<file path="src/sv/cefs_pkg.sv">
// Shared types, constants and digit helpers for the charger equalize/float sequencer.
// Used by cefs_mac and charger_equalize_float_sequencer_top; depends on nothing.
package cefs_pkg;

  localparam int SLOTS        = 10;
  localparam int SETTLE_TICKS = 10;
  localparam int SLOT_W       = (SLOTS > 1) ? $clog2(SLOTS) : 1;
  localparam int SCAN_W       = $clog2(SLOTS + 1);
  localparam int SETTLE_W     = $clog2(SETTLE_TICKS + 1);

  localparam int DIGITS       = 4;
  localparam int ACC_W        = 24;
  localparam int OPND_W       = 16;
  localparam int COEF_W       = 11;
  localparam int CFG_IDX_W    = 3;
  localparam int CFG_DATA_W   = 32;
  localparam int IN_DATA_W    = 88;
  localparam int OUT_DATA_W   = 24;
  localparam int SETPT_W      = 15;

  localparam logic [SETPT_W-1:0] SETPOINT_MAX = 15'd16665;
  localparam logic [7:0]         ASCII_ZERO   = 8'h30;
  localparam logic signed [COEF_W-1:0] VOLT_PCT = 11'sd100;
  localparam logic signed [COEF_W-1:0] EQ_PCT_N = -11'sd98;

  localparam logic [1:0] PHASE_RESTART  = 2'd0;
  localparam logic [1:0] PHASE_EQUALIZE = 2'd1;
  localparam logic [1:0] PHASE_FLOAT    = 2'd2;

  localparam logic OP_TICK  = 1'b0;
  localparam logic OP_WRITE = 1'b1;

  localparam logic [CFG_IDX_W-1:0] CFG_CHARGE_SELECT = 3'd0;
  localparam logic [CFG_IDX_W-1:0] CFG_MANUAL_ENABLE = 3'd1;
  localparam logic [CFG_IDX_W-1:0] CFG_EQUALIZE_BCD  = 3'd2;
  localparam logic [CFG_IDX_W-1:0] CFG_FLOAT_BCD     = 3'd3;
  localparam logic [CFG_IDX_W-1:0] CFG_MANUAL_ASCII  = 3'd4;
  localparam logic [CFG_IDX_W-1:0] CFG_CUT_CURRENT   = 3'd5;
  localparam logic [CFG_IDX_W-1:0] CFG_CUT_TIME      = 3'd6;

  typedef enum logic [2:0] {
    S_IDLE,
    S_SCAN,
    S_EQ,
    S_VCMP,
    S_DECIDE,
    S_SETPT,
    S_DONE
  } state_t;

  // One schedule slot, 33 bits.
  typedef struct packed {
    logic [6:0] year;
    logic [3:0] month;
    logic [4:0] day;
    logic [4:0] hour;
    logic [5:0] minute;
    logic [5:0] second;
  } sched_entry_t;

  // Control of the shared multiply-accumulate unit.
  typedef struct packed {
    logic                     en;
    logic                     clr;
    logic signed [OPND_W-1:0] operand;
    logic signed [COEF_W-1:0] coef;
  } mac_ctl_t;

  // Nibble k of a BCD word, most significant first.
  function automatic logic [3:0] nibble_at(input logic [15:0] v, input logic [1:0] k);
    logic [3:0] n;
    unique case (k)
      2'd0: n = v[15:12];
      2'd1: n = v[11:8];
      2'd2: n = v[7:4];
      2'd3: n = v[3:0];
    endcase
    return n;
  endfunction

  // Byte k of an ASCII word, most significant first.
  function automatic logic [7:0] byte_at(input logic [31:0] v, input logic [1:0] k);
    logic [7:0] b;
    unique case (k)
      2'd0: b = v[31:24];
      2'd1: b = v[23:16];
      2'd2: b = v[15:8];
      2'd3: b = v[7:0];
    endcase
    return b;
  endfunction

  // Decimal weight of digit k, in tenths of a volt.
  function automatic logic signed [COEF_W-1:0] digit_weight(input logic [1:0] k);
    logic signed [COEF_W-1:0] w;
    unique case (k)
      2'd0: w = 11'sd1000;
      2'd1: w = 11'sd100;
      2'd2: w = 11'sd10;
      2'd3: w = 11'sd1;
    endcase
    return w;
  endfunction

endpackage

</file>
<file path="src/sv/charger_equalize_float_sequencer_top.sv">
// Top level of the charger equalize/float sequencer: schedule memory, sequencer,
// configuration registers and result register. Depends on cefs_pkg and cefs_mac.
//
//   channel  | direction | handshake         | payload
//   ---------+-----------+-------------------+----------------------------------
//   in_      | slave     | in_tvalid/tready  | in_tuser operation, in_tdata item
//   out_     | master    | out_tvalid/tready | out_tdata setpoint and mode flags
//   cfg_     | write     | cfg_we            | cfg_index, cfg_wdata
//
// Per item: a write item or a manual tick passes through accept, four digit
// steps of the MAC and result load; an automatic tick adds a schedule scan (one
// memory read per slot), and in the equalize phase a further equalize setpoint,
// 98% voltage compare and decision. The single MAC unit and the one-read-per-cycle
// schedule memory set the pace; a new item is taken only from the idle state.
// Reset (rst_n low, synchronous) clears the sequencing state and configuration;
// the schedule memory is not cleared and must be written before it is matched.
// in_tready is high only in the idle state; a finished result waits in the output
// register while the next item is taken, and the sequencer holds in its last
// state while that register is still full.
module charger_equalize_float_sequencer_top (
  input  logic                                clk,
  input  logic                                rst_n,
  input  logic                                in_tvalid,
  output logic                                in_tready,
  // [0] operation
  input  logic                                in_tuser,
  // [3:0] slot, [10:4] year, [14:11] month, [19:15] day, [24:20] hour,
  // [30:25] minute, [36:31] second, [52:37] battery_current,
  // [66:53] output_voltage, [82:67] eq_elapsed, [87:83] zero
  input  logic [cefs_pkg::IN_DATA_W-1:0]      in_tdata,
  output logic                                out_tvalid,
  input  logic                                out_tready,
  // [14:0] setpoint_tenths, [15] manual_on, [16] float_on, [17] equalize_on,
  // [19:18] phase, [20] set_ok, [21] clear_timers, [23:22] zero
  output logic [cefs_pkg::OUT_DATA_W-1:0]     out_tdata,
  input  logic                                cfg_we,
  input  logic [cefs_pkg::CFG_IDX_W-1:0]      cfg_index,
  input  logic [cefs_pkg::CFG_DATA_W-1:0]     cfg_wdata
);

  // Item fields in tdata order, first field in the high bits.
  typedef struct packed {
    logic [15:0] eq_elapsed;
    logic [13:0] output_voltage;
    logic [15:0] battery_current;
    logic [5:0]  second;
    logic [5:0]  minute;
    logic [4:0]  hour;
    logic [4:0]  day;
    logic [3:0]  month;
    logic [6:0]  year;
    logic [3:0]  slot;
  } tick_item_t;

  localparam int ITEM_W = $bits(tick_item_t);
  localparam logic [1:0] STEP_LAST = 2'(cefs_pkg::DIGITS - 1);

  // ---------------------------------------------------------------- config
  logic        cfg_charge_select_r;
  logic        cfg_manual_enable_r;
  logic [15:0] cfg_equalize_bcd_r;
  logic [15:0] cfg_float_bcd_r;
  logic [31:0] cfg_manual_ascii_r;
  logic [15:0] cfg_cut_current_r;
  logic [15:0] cfg_cut_time_r;

  always_ff @(posedge clk) begin
    if (!rst_n) begin
      cfg_charge_select_r <= 1'b0;
      cfg_manual_enable_r <= 1'b0;
      cfg_equalize_bcd_r  <= '0;
      cfg_float_bcd_r     <= '0;
      cfg_manual_ascii_r  <= 32'h3030_3030;
      cfg_cut_current_r   <= '0;
      cfg_cut_time_r      <= '0;
    end else if (cfg_we) begin
      unique case (cfg_index)
        cefs_pkg::CFG_CHARGE_SELECT: cfg_charge_select_r <= cfg_wdata[0];
        cefs_pkg::CFG_MANUAL_ENABLE: cfg_manual_enable_r <= cfg_wdata[0];
        cefs_pkg::CFG_EQUALIZE_BCD:  cfg_equalize_bcd_r  <= cfg_wdata[15:0];
        cefs_pkg::CFG_FLOAT_BCD:     cfg_float_bcd_r     <= cfg_wdata[15:0];
        cefs_pkg::CFG_MANUAL_ASCII:  cfg_manual_ascii_r  <= cfg_wdata[31:0];
        cefs_pkg::CFG_CUT_CURRENT:   cfg_cut_current_r   <= cfg_wdata[15:0];
        cefs_pkg::CFG_CUT_TIME:      cfg_cut_time_r      <= cfg_wdata[15:0];
        default: ;  // unused index: drop the write
      endcase
    end
  end

  // ---------------------------------------------------------------- state
  cefs_pkg::state_t                  state_r, state_nxt;
  logic [1:0]                        step_r, step_nxt;
  logic [cefs_pkg::SCAN_W-1:0]       scan_r, scan_nxt;
  logic                              match_r, match_nxt;
  tick_item_t                        item_r, item_nxt;
  logic [1:0]                        phase_r, phase_nxt;
  logic                              mode_r, mode_nxt;
  logic [cefs_pkg::SETTLE_W-1:0]     settle_r, settle_nxt;
  logic                              set_ok_r, set_ok_nxt;
  logic                              clear_r, clear_nxt;
  logic                              out_valid_r, out_valid_nxt;
  logic [cefs_pkg::OUT_DATA_W-1:0]   out_data_r, out_data_nxt;

  logic                              in_accept;
  tick_item_t                        in_item;
  cefs_pkg::sched_entry_t            sched_mem [cefs_pkg::SLOTS];
  cefs_pkg::sched_entry_t            rdata_r;
  logic                              slot_hit;
  logic                              scan_end;
  logic                              any_match;
  logic                              use_ascii;
  logic                              vok;
  logic                              cut_ok;
  logic [cefs_pkg::SETPT_W-1:0]      setpt_clamped;
  logic signed [cefs_pkg::ACC_W-1:0] acc;
  cefs_pkg::mac_ctl_t                mac_ctl;
  logic [7:0]                        ascii_byte;
  logic signed [8:0]                 ascii_digit;

  assign in_tready = (state_r == cefs_pkg::S_IDLE);
  assign in_accept = in_tvalid && in_tready;
  assign in_item   = tick_item_t'(in_tdata[ITEM_W-1:0]);

  // ---------------------------------------------------------------- schedule memory
  always_ff @(posedge clk) begin
    if (in_accept && (in_tuser == cefs_pkg::OP_WRITE) &&
        (32'(in_item.slot) < 32'(cefs_pkg::SLOTS))) begin
      sched_mem[cefs_pkg::SLOT_W'(in_item.slot)] <= cefs_pkg::sched_entry_t'({
        in_item.year, in_item.month, in_item.day,
        in_item.hour, in_item.minute, in_item.second});
    end
  end

  // Read one slot per scan cycle; the compare uses it in the next cycle.
  always_ff @(posedge clk) begin
    if ((state_r == cefs_pkg::S_SCAN) && (scan_r < cefs_pkg::SCAN_W'(cefs_pkg::SLOTS))) begin
      rdata_r <= sched_mem[scan_r[cefs_pkg::SLOT_W-1:0]];
    end
  end

  // Zero in year, month or day of a slot is a wildcard.
  assign slot_hit = (scan_r != '0) &&
                    ((rdata_r.year  == item_r.year)  || (rdata_r.year  == '0)) &&
                    ((rdata_r.month == item_r.month) || (rdata_r.month == '0)) &&
                    ((rdata_r.day   == item_r.day)   || (rdata_r.day   == '0)) &&
                    (rdata_r.hour   == item_r.hour) &&
                    (rdata_r.minute == item_r.minute) &&
                    (rdata_r.second == item_r.second);
  assign scan_end  = (scan_r == cefs_pkg::SCAN_W'(cefs_pkg::SLOTS));
  assign any_match = match_r || slot_hit;

  // ---------------------------------------------------------------- shared MAC
  assign use_ascii   = cfg_charge_select_r && cfg_manual_enable_r;
  assign ascii_byte  = cefs_pkg::byte_at(cfg_manual_ascii_r, step_r);
  assign ascii_digit = $signed({1'b0, ascii_byte}) - $signed({1'b0, cefs_pkg::ASCII_ZERO});

  always_comb begin
    mac_ctl         = '0;
    mac_ctl.clr     = (step_r == 2'd0);
    mac_ctl.coef    = cefs_pkg::digit_weight(step_r);
    mac_ctl.operand = cefs_pkg::OPND_W'(cefs_pkg::nibble_at(cfg_equalize_bcd_r, step_r));
    unique case (state_r)
      cefs_pkg::S_EQ: begin
        mac_ctl.en = 1'b1;
      end
      cefs_pkg::S_VCMP: begin
        // Step 0: acc = -98 * equalize setpoint; step 1: add 100 * voltage.
        mac_ctl.en = 1'b1;
        if (step_r == 2'd0) begin
          mac_ctl.operand = $signed(acc[cefs_pkg::OPND_W-1:0]);
          mac_ctl.coef    = cefs_pkg::EQ_PCT_N;
        end else begin
          mac_ctl.operand = cefs_pkg::OPND_W'(item_r.output_voltage);
          mac_ctl.coef    = cefs_pkg::VOLT_PCT;
        end
      end
      cefs_pkg::S_SETPT: begin
        mac_ctl.en = 1'b1;
        if (use_ascii) begin
          mac_ctl.operand = cefs_pkg::OPND_W'(ascii_digit);
        end else if (mode_r) begin
          mac_ctl.operand = cefs_pkg::OPND_W'(cefs_pkg::nibble_at(cfg_float_bcd_r, step_r));
        end
      end
      default: ;
    endcase
  end

  cefs_mac u_mac (
    .clk (clk),
    .ctl (mac_ctl),
    .acc (acc)
  );

  assign vok    = (acc > 0);
  assign cut_ok = ((item_r.battery_current <= cfg_cut_current_r) && vok) ||
                  (item_r.eq_elapsed >= cfg_cut_time_r);

  // Saturate the setpoint sum to 0..SETPOINT_MAX.
  always_comb begin
    if (acc < 0) begin
      setpt_clamped = '0;
    end else if (acc > cefs_pkg::ACC_W'(cefs_pkg::SETPOINT_MAX)) begin
      setpt_clamped = cefs_pkg::SETPOINT_MAX;
    end else begin
      setpt_clamped = acc[cefs_pkg::SETPT_W-1:0];
    end
  end

  // ---------------------------------------------------------------- sequencer
  always_ff @(posedge clk) begin
    if (!rst_n) begin
      state_r     <= cefs_pkg::S_IDLE;
      step_r      <= '0;
      scan_r      <= '0;
      match_r     <= 1'b0;
      phase_r     <= cefs_pkg::PHASE_RESTART;
      mode_r      <= 1'b0;
      settle_r    <= '0;
      set_ok_r    <= 1'b0;
      clear_r     <= 1'b0;
      out_valid_r <= 1'b0;
    end else begin
      state_r     <= state_nxt;
      step_r      <= step_nxt;
      scan_r      <= scan_nxt;
      match_r     <= match_nxt;
      phase_r     <= phase_nxt;
      mode_r      <= mode_nxt;
      settle_r    <= settle_nxt;
      set_ok_r    <= set_ok_nxt;
      clear_r     <= clear_nxt;
      out_valid_r <= out_valid_nxt;
    end
  end

  always_ff @(posedge clk) begin
    item_r     <= item_nxt;
    out_data_r <= out_data_nxt;
  end

  always_comb begin
    state_nxt     = state_r;
    step_nxt      = step_r;
    scan_nxt      = scan_r;
    match_nxt     = match_r;
    item_nxt      = item_r;
    phase_nxt     = phase_r;
    mode_nxt      = mode_r;
    settle_nxt    = settle_r;
    set_ok_nxt    = set_ok_r;
    clear_nxt     = clear_r;
    out_data_nxt  = out_data_r;
    out_valid_nxt = out_valid_r && !out_tready;

    unique case (state_r)
      cefs_pkg::S_IDLE: begin
        if (in_accept) begin
          item_nxt   = in_item;
          step_nxt   = '0;
          scan_nxt   = '0;
          match_nxt  = 1'b0;
          set_ok_nxt = 1'b0;
          clear_nxt  = 1'b0;
          if (in_tuser == cefs_pkg::OP_WRITE) begin
            state_nxt = cefs_pkg::S_SETPT;
          end else if (!cfg_charge_select_r) begin
            state_nxt = cefs_pkg::S_SCAN;
          end else begin
            // Manual tick: no scan, no sequencing.
            settle_nxt = '0;
            state_nxt  = cefs_pkg::S_SETPT;
          end
        end
      end

      cefs_pkg::S_SCAN: begin
        scan_nxt = scan_r + 1'b1;
        if (slot_hit) begin
          match_nxt = 1'b1;
        end
        if (scan_end) begin
          clear_nxt = any_match;
          if (any_match || (phase_r == cefs_pkg::PHASE_RESTART)) begin
            // Schedule match or restart phase: begin equalize on this same tick.
            phase_nxt  = cefs_pkg::PHASE_EQUALIZE;
            mode_nxt   = 1'b0;
            set_ok_nxt = 1'b1;
            settle_nxt = '0;
            state_nxt  = cefs_pkg::S_SETPT;
          end else if (phase_r == cefs_pkg::PHASE_EQUALIZE) begin
            state_nxt = cefs_pkg::S_EQ;
          end else begin
            settle_nxt = '0;
            state_nxt  = cefs_pkg::S_SETPT;
          end
        end
      end

      cefs_pkg::S_EQ: begin
        step_nxt = step_r + 1'b1;
        if (step_r == STEP_LAST) begin
          step_nxt  = '0;
          state_nxt = cefs_pkg::S_VCMP;
        end
      end

      cefs_pkg::S_VCMP: begin
        step_nxt = step_r + 1'b1;
        if (step_r == 2'd1) begin
          step_nxt  = '0;
          state_nxt = cefs_pkg::S_DECIDE;
        end
      end

      cefs_pkg::S_DECIDE: begin
        if ((settle_r == cefs_pkg::SETTLE_W'(cefs_pkg::SETTLE_TICKS)) && cut_ok) begin
          phase_nxt  = cefs_pkg::PHASE_FLOAT;
          mode_nxt   = 1'b1;
          set_ok_nxt = 1'b1;
        end else if (settle_r != cefs_pkg::SETTLE_W'(cefs_pkg::SETTLE_TICKS)) begin
          settle_nxt = settle_r + 1'b1;
        end
        state_nxt = cefs_pkg::S_SETPT;
      end

      cefs_pkg::S_SETPT: begin
        step_nxt = step_r + 1'b1;
        if (step_r == STEP_LAST) begin
          step_nxt  = '0;
          state_nxt = cefs_pkg::S_DONE;
        end
      end

      cefs_pkg::S_DONE: begin
        // Hold until the output register is free.
        if (!out_valid_r || out_tready) begin
          out_data_nxt  = {2'b00, clear_r, set_ok_r, phase_r, ~mode_r, mode_r,
                           cfg_charge_select_r, setpt_clamped};
          out_valid_nxt = 1'b1;
          state_nxt     = cefs_pkg::S_IDLE;
        end
      end

      default: begin
        state_nxt = cefs_pkg::S_IDLE;
      end
    endcase
  end

  assign out_tvalid = out_valid_r;
  assign out_tdata  = out_data_r;

`ifndef NO_ASSERTIONS
  // Results appear only from the result-load state.
  a_out_from_done: assert property (@(posedge clk) disable iff (!rst_n)
    $rose(out_tvalid) |-> $past(state_r == cefs_pkg::S_DONE))
    else $error("result became valid outside the load state");

  // Float mode goes with the finished phase and nothing else.
  a_mode_phase: assert property (@(posedge clk) disable iff (!rst_n)
    mode_r == (phase_r == cefs_pkg::PHASE_FLOAT))
    else $error("charge mode and phase disagree");

  // Settle count saturates at the settle length.
  a_settle_max: assert property (@(posedge clk) disable iff (!rst_n)
    settle_r <= cefs_pkg::SETTLE_W'(cefs_pkg::SETTLE_TICKS))
    else $error("settle count beyond its limit");

  // A timer clear only comes with a restart into equalize.
  a_clear_restart: assert property (@(posedge clk) disable iff (!rst_n)
    (out_tvalid && out_tdata[21]) |->
      (out_tdata[20] && (out_tdata[19:18] == cefs_pkg::PHASE_EQUALIZE)))
    else $error("timer clear without equalize restart");

  // The scan never runs past the last slot.
  a_scan_bound: assert property (@(posedge clk) disable iff (!rst_n)
    (state_r == cefs_pkg::S_SCAN) |-> (scan_r <= cefs_pkg::SCAN_W'(cefs_pkg::SLOTS)))
    else $error("schedule scan past the last slot");
`endif

endmodule

</file>
<file path="src/sv/cefs_mac.sv">
// Shared signed multiply-accumulate unit of the sequencer.
// Depends on cefs_pkg (mac_ctl_t, widths).
module cefs_mac (
  input  logic                            clk,
  input  cefs_pkg::mac_ctl_t              ctl,
  output logic signed [cefs_pkg::ACC_W-1:0] acc
);

  localparam int PROD_W = cefs_pkg::OPND_W + cefs_pkg::COEF_W;

  logic signed [cefs_pkg::ACC_W-1:0] acc_r;
  logic signed [cefs_pkg::ACC_W-1:0] acc_nxt;
  logic signed [PROD_W-1:0]          prod;
  logic signed [cefs_pkg::ACC_W-1:0] base;

  assign prod    = PROD_W'(ctl.operand) * PROD_W'(ctl.coef);
  assign base    = ctl.clr ? '0 : acc_r;
  assign acc_nxt = base + cefs_pkg::ACC_W'(prod);

  // Accumulate only when the sequencer drives a step.
  always_ff @(posedge clk) begin
    if (ctl.en) begin
      acc_r <= acc_nxt;
    end
  end

  assign acc = acc_r;

endmodule
</file>
<file path="config.mk">
export PLATFORM = sky130hd
export DESIGN_NAME = charger_equalize_float_sequencer_top
export DESIGN_NICKNAME = d
export VERILOG_FILES = /design/src/sv/cefs_pkg.sv /design/src/sv/charger_equalize_float_sequencer_top.sv /design/src/sv/cefs_mac.sv
export SDC_FILE = /design/constraint.sdc
export NUM_CORES = 1
export LEC_CHECK = 0
export CAP_MARGIN = 15
export CORE_ASPECT_RATIO = 0.75
export CORE_UTILIZATION = 35
export CTS_BUF_LIST = sky130_fd_sc_hd__clkbuf_8
export CTS_CLUSTER_DIAMETER = 40
export CTS_CLUSTER_SIZE = 12
export DETAILED_ROUTE_END_ITERATION = 8
export DONT_BUFFER_PORTS = 1
export HOLD_SLACK_MARGIN = 0.12
export RECOVER_POWER = 100
export SLEW_MARGIN = 20
export SYNTH_ARGS = -nofsm -noshare
export SYNTH_HDL_FRONTEND = slang
export SYNTH_SLANG_ARGS = --single-unit
</file>
<file path="constraint.sdc">
create_clock -name clk -period 7.95 [get_ports clk]
set_input_delay 1.1925 -clock clk [delete_from_list [all_inputs] [get_ports clk]]
set_output_delay 1.1925 -clock clk [all_outputs]
set_load 0.02 [all_outputs]
</file>
==> reports/metrics.yaml <==
status: "finished with violations"
violations: "capacitance limit, slew limit"
yosysMostFrequentCell: "edfxtp_1"
slew_viol_final: 416
cts_tree: "built"
vias: 18300
multi_input_area_mm2: 0.0122
synth_top_area_share_pct: 47.8
wire_per_inst_um: 20.6
avgSynthCellArea_um2: 12.8
fp.dieArea_mm2: 0.0887
die_w_um: 343
wl_um: 74600
netlist_area_mm2: 0.0306
ys_top_cells_by_count: "edfxtp_1, nand2_1, inv_1, a21oi_1, fa_1"
grt_overflow: 0
crit_type: "register to register"
synth-xor-area-share_pct: 1.86
final_cells: 3613
grt_max_degree: 95
worst_slew_pin_slew_ns: 4.12
setup.worst_path.end_class: "register"
async_reset_ff_share_pct: 0
crit_path_max_incr_delay_ns: 0.68
arrival_ns: 8.17
synth_warnings: 0
clock_latency_ns: 0.75
drt_iter0_markers: 1490
path_clk_slew_ns: 0.08
start_util_pct: 35.5
synthTopCellsByArea: "edfxtp_1, fa_1, dfxtp_1"
seq_area_mm2: 0.0170
num_rows: 93
synth-compound-area-share_pct: 6.94
finalCritPeriodShare_pct: 96.7
critical_path_required_ns: 8.43
synthCells: 2385
htreeDepth: 3
vdd_drop_max_v: 0.000150
yosysUniqueCellTypes: 70
root_buffer: "clkbuf_8"
first_pass_iters: 8
holdWs_ns: 0.454
skew_ns: 0.0570
core_area_mm2: 0.0862
cts_resized: 0
post_cts_buffers: 0
vias_per_cell: 5.07
p_leak_nw: 12.1
ys_seq_area_share_pct: 55.4
fillCellCount: 8074
grt_pass1_wl_um: 115000
numClockSinks: 604
post-route-min-period_ns: 7.69
yosys.area.top_type: "edfxtp_1"
slowest_stage: "or4_1"
synth-edff-count: 487
crit_top_cell: "fa_1"
crit_fanout: 9
route.antenna.remaining_nets: 0
ys_ff_latch: 604
final.setup.worst_slack_ns: 0.261
postLayoutCoreUtil_pct: 39.1
rsz0062_at_grt: "yes"
hp-class: "register to register"
synth-main-ff-cell: "edfxtp_1"
clockBufferDepth: 3
drive_gt1_share_pct: 10.9
critical_path.top_delay_family: "adder cells"
cap_violations: 10
drc: 0
worst-path-buf-inv: 5
cellPowerDensity_mw_per_mm2: 264
antenna_found_initial: 1
synth_top_family_by_area: "adder cells"
num_io_pins: 155
grt_pass1_vias: 19300
setup_violations: 0
synth-simple-area-share_pct: 9.05
post-dp-hpwl_um: 49300
die_y_um: 258
nets: 2815
postCtsHoldBufs: 0
hold_violations: 0
cts_buffers: 80
yosys.area_share.adder_pct: 15.0
synthMuxAreaShare_pct: 6.98
slew_headroom_pct: -175
place_congestion: 0.918
max_freq_ghz: 0.130
grt_usage_pct: 17.1
dp_cells: 3473
area_growth_pct: 10.2
place_ws_ns: 0.268
start_kind: "register"
place.port_buffers: 0
state kept, by name, indices dropped and copies added (netlist names), 2 cells and up:
name	flops
sched_mem	330
item_r	79
rdata_r	33
cfg_manual_ascii_r	32
u_mac.acc	24
out_tdata	21
cfg_cut_current_r	16
cfg_cut_time_r	16
cfg_equalize_bcd_r	16
cfg_float_bcd_r	16
scan_r	4
settle_r	4
state_r	3
phase_r	2
step_r	2
where the power goes:
part	switching [mW]	total [mW]	internal, mW
clock network	1.25	2.46	1.22
registers	0.237	4.02	3.79
logic	1.46	2.43	0.969
total	2.94	8.92	5.97
worst paths after layout:
kind | endpoint | cells past startpoint | slack, ns | from
min reg2reg | cfg_equalize_bcd_r[13] | 2 | 0.45 | cfg_equalize_bcd_r[13]
max | u_mac.acc[22] | 25 | 0.26 | step_r[0]
max reg2reg | u_mac.acc[22] | 25 | 0.26 | step_r[0]
min | cfg_equalize_bcd_r[13] | 2 | 0.45 | cfg_equalize_bcd_r[13]
layer usage:
layer  track usage [%]  vias up  share of wire (%)
met5                 0        -                  0
met2              26.6      571                 45
li1                  -     8404                  -
met3              3.62      137                6.8
met4              5.68        0                2.7
met1              23.8     9220                 45
worst reg2reg max path, delay by kind of cell, from the launching register on:
kind / cells / cell delay (ns)
mux: 1 / 0.16
compound gates: 7 / 1.64
xor+xnor: 1 / 0.18
simple gates: 3 / 0.93
flops: 1 / 0.45
buf+inv: 5 / 0.56
fa+ha+maj: 8 / 3.50
kinds of logic after synthesis:
kind of cell               count (synthesis)
xor gates and xnor gates                  65
other                                      1
adders and majority gates                270
AOI/OAI and AO/OA                        337
buffers and inverters                    379
muxes                                    131
and+or+nand+nor                          598
DFF                                      604
placed cells by master (no fill, tap or decap), drive strengths merged, types with 56 or more instances in the layout:
master and count:
ha 109, inv 289, a21oi 169, mux4 66
nor2b 56, nand2 314, mux2i 65, fa 161
nor2 75, clkbuf 107, edfxtp 487, dfxtp 117
layout make-up:
cell class,instances,share of cell area (%)
flip-flops and latches,604,50.3
inverters,271,3.02
repair buffers,56,1.18
well taps,1140,4.23
diodes,4,0.0297
clock inverters,47,1.31
multi-input cells,1403,36.3
clock buffers,88,3.59
stage by stage:
stage / TNS [ns] / cell area [um2] / power (mW)
after CTS: 0 / 33800 / 8.98
after global placement: 0 / 32100 / 6.44
after floorplan: 0 / 30600 / 5.70
final: 0 / 33700 / 8.92
after global routing: -0.00225 / 33700 / 9.40
after detailed placement: 0 / 32100 / 6.47
Note: power is estimated with default switching activity, not from simulation.
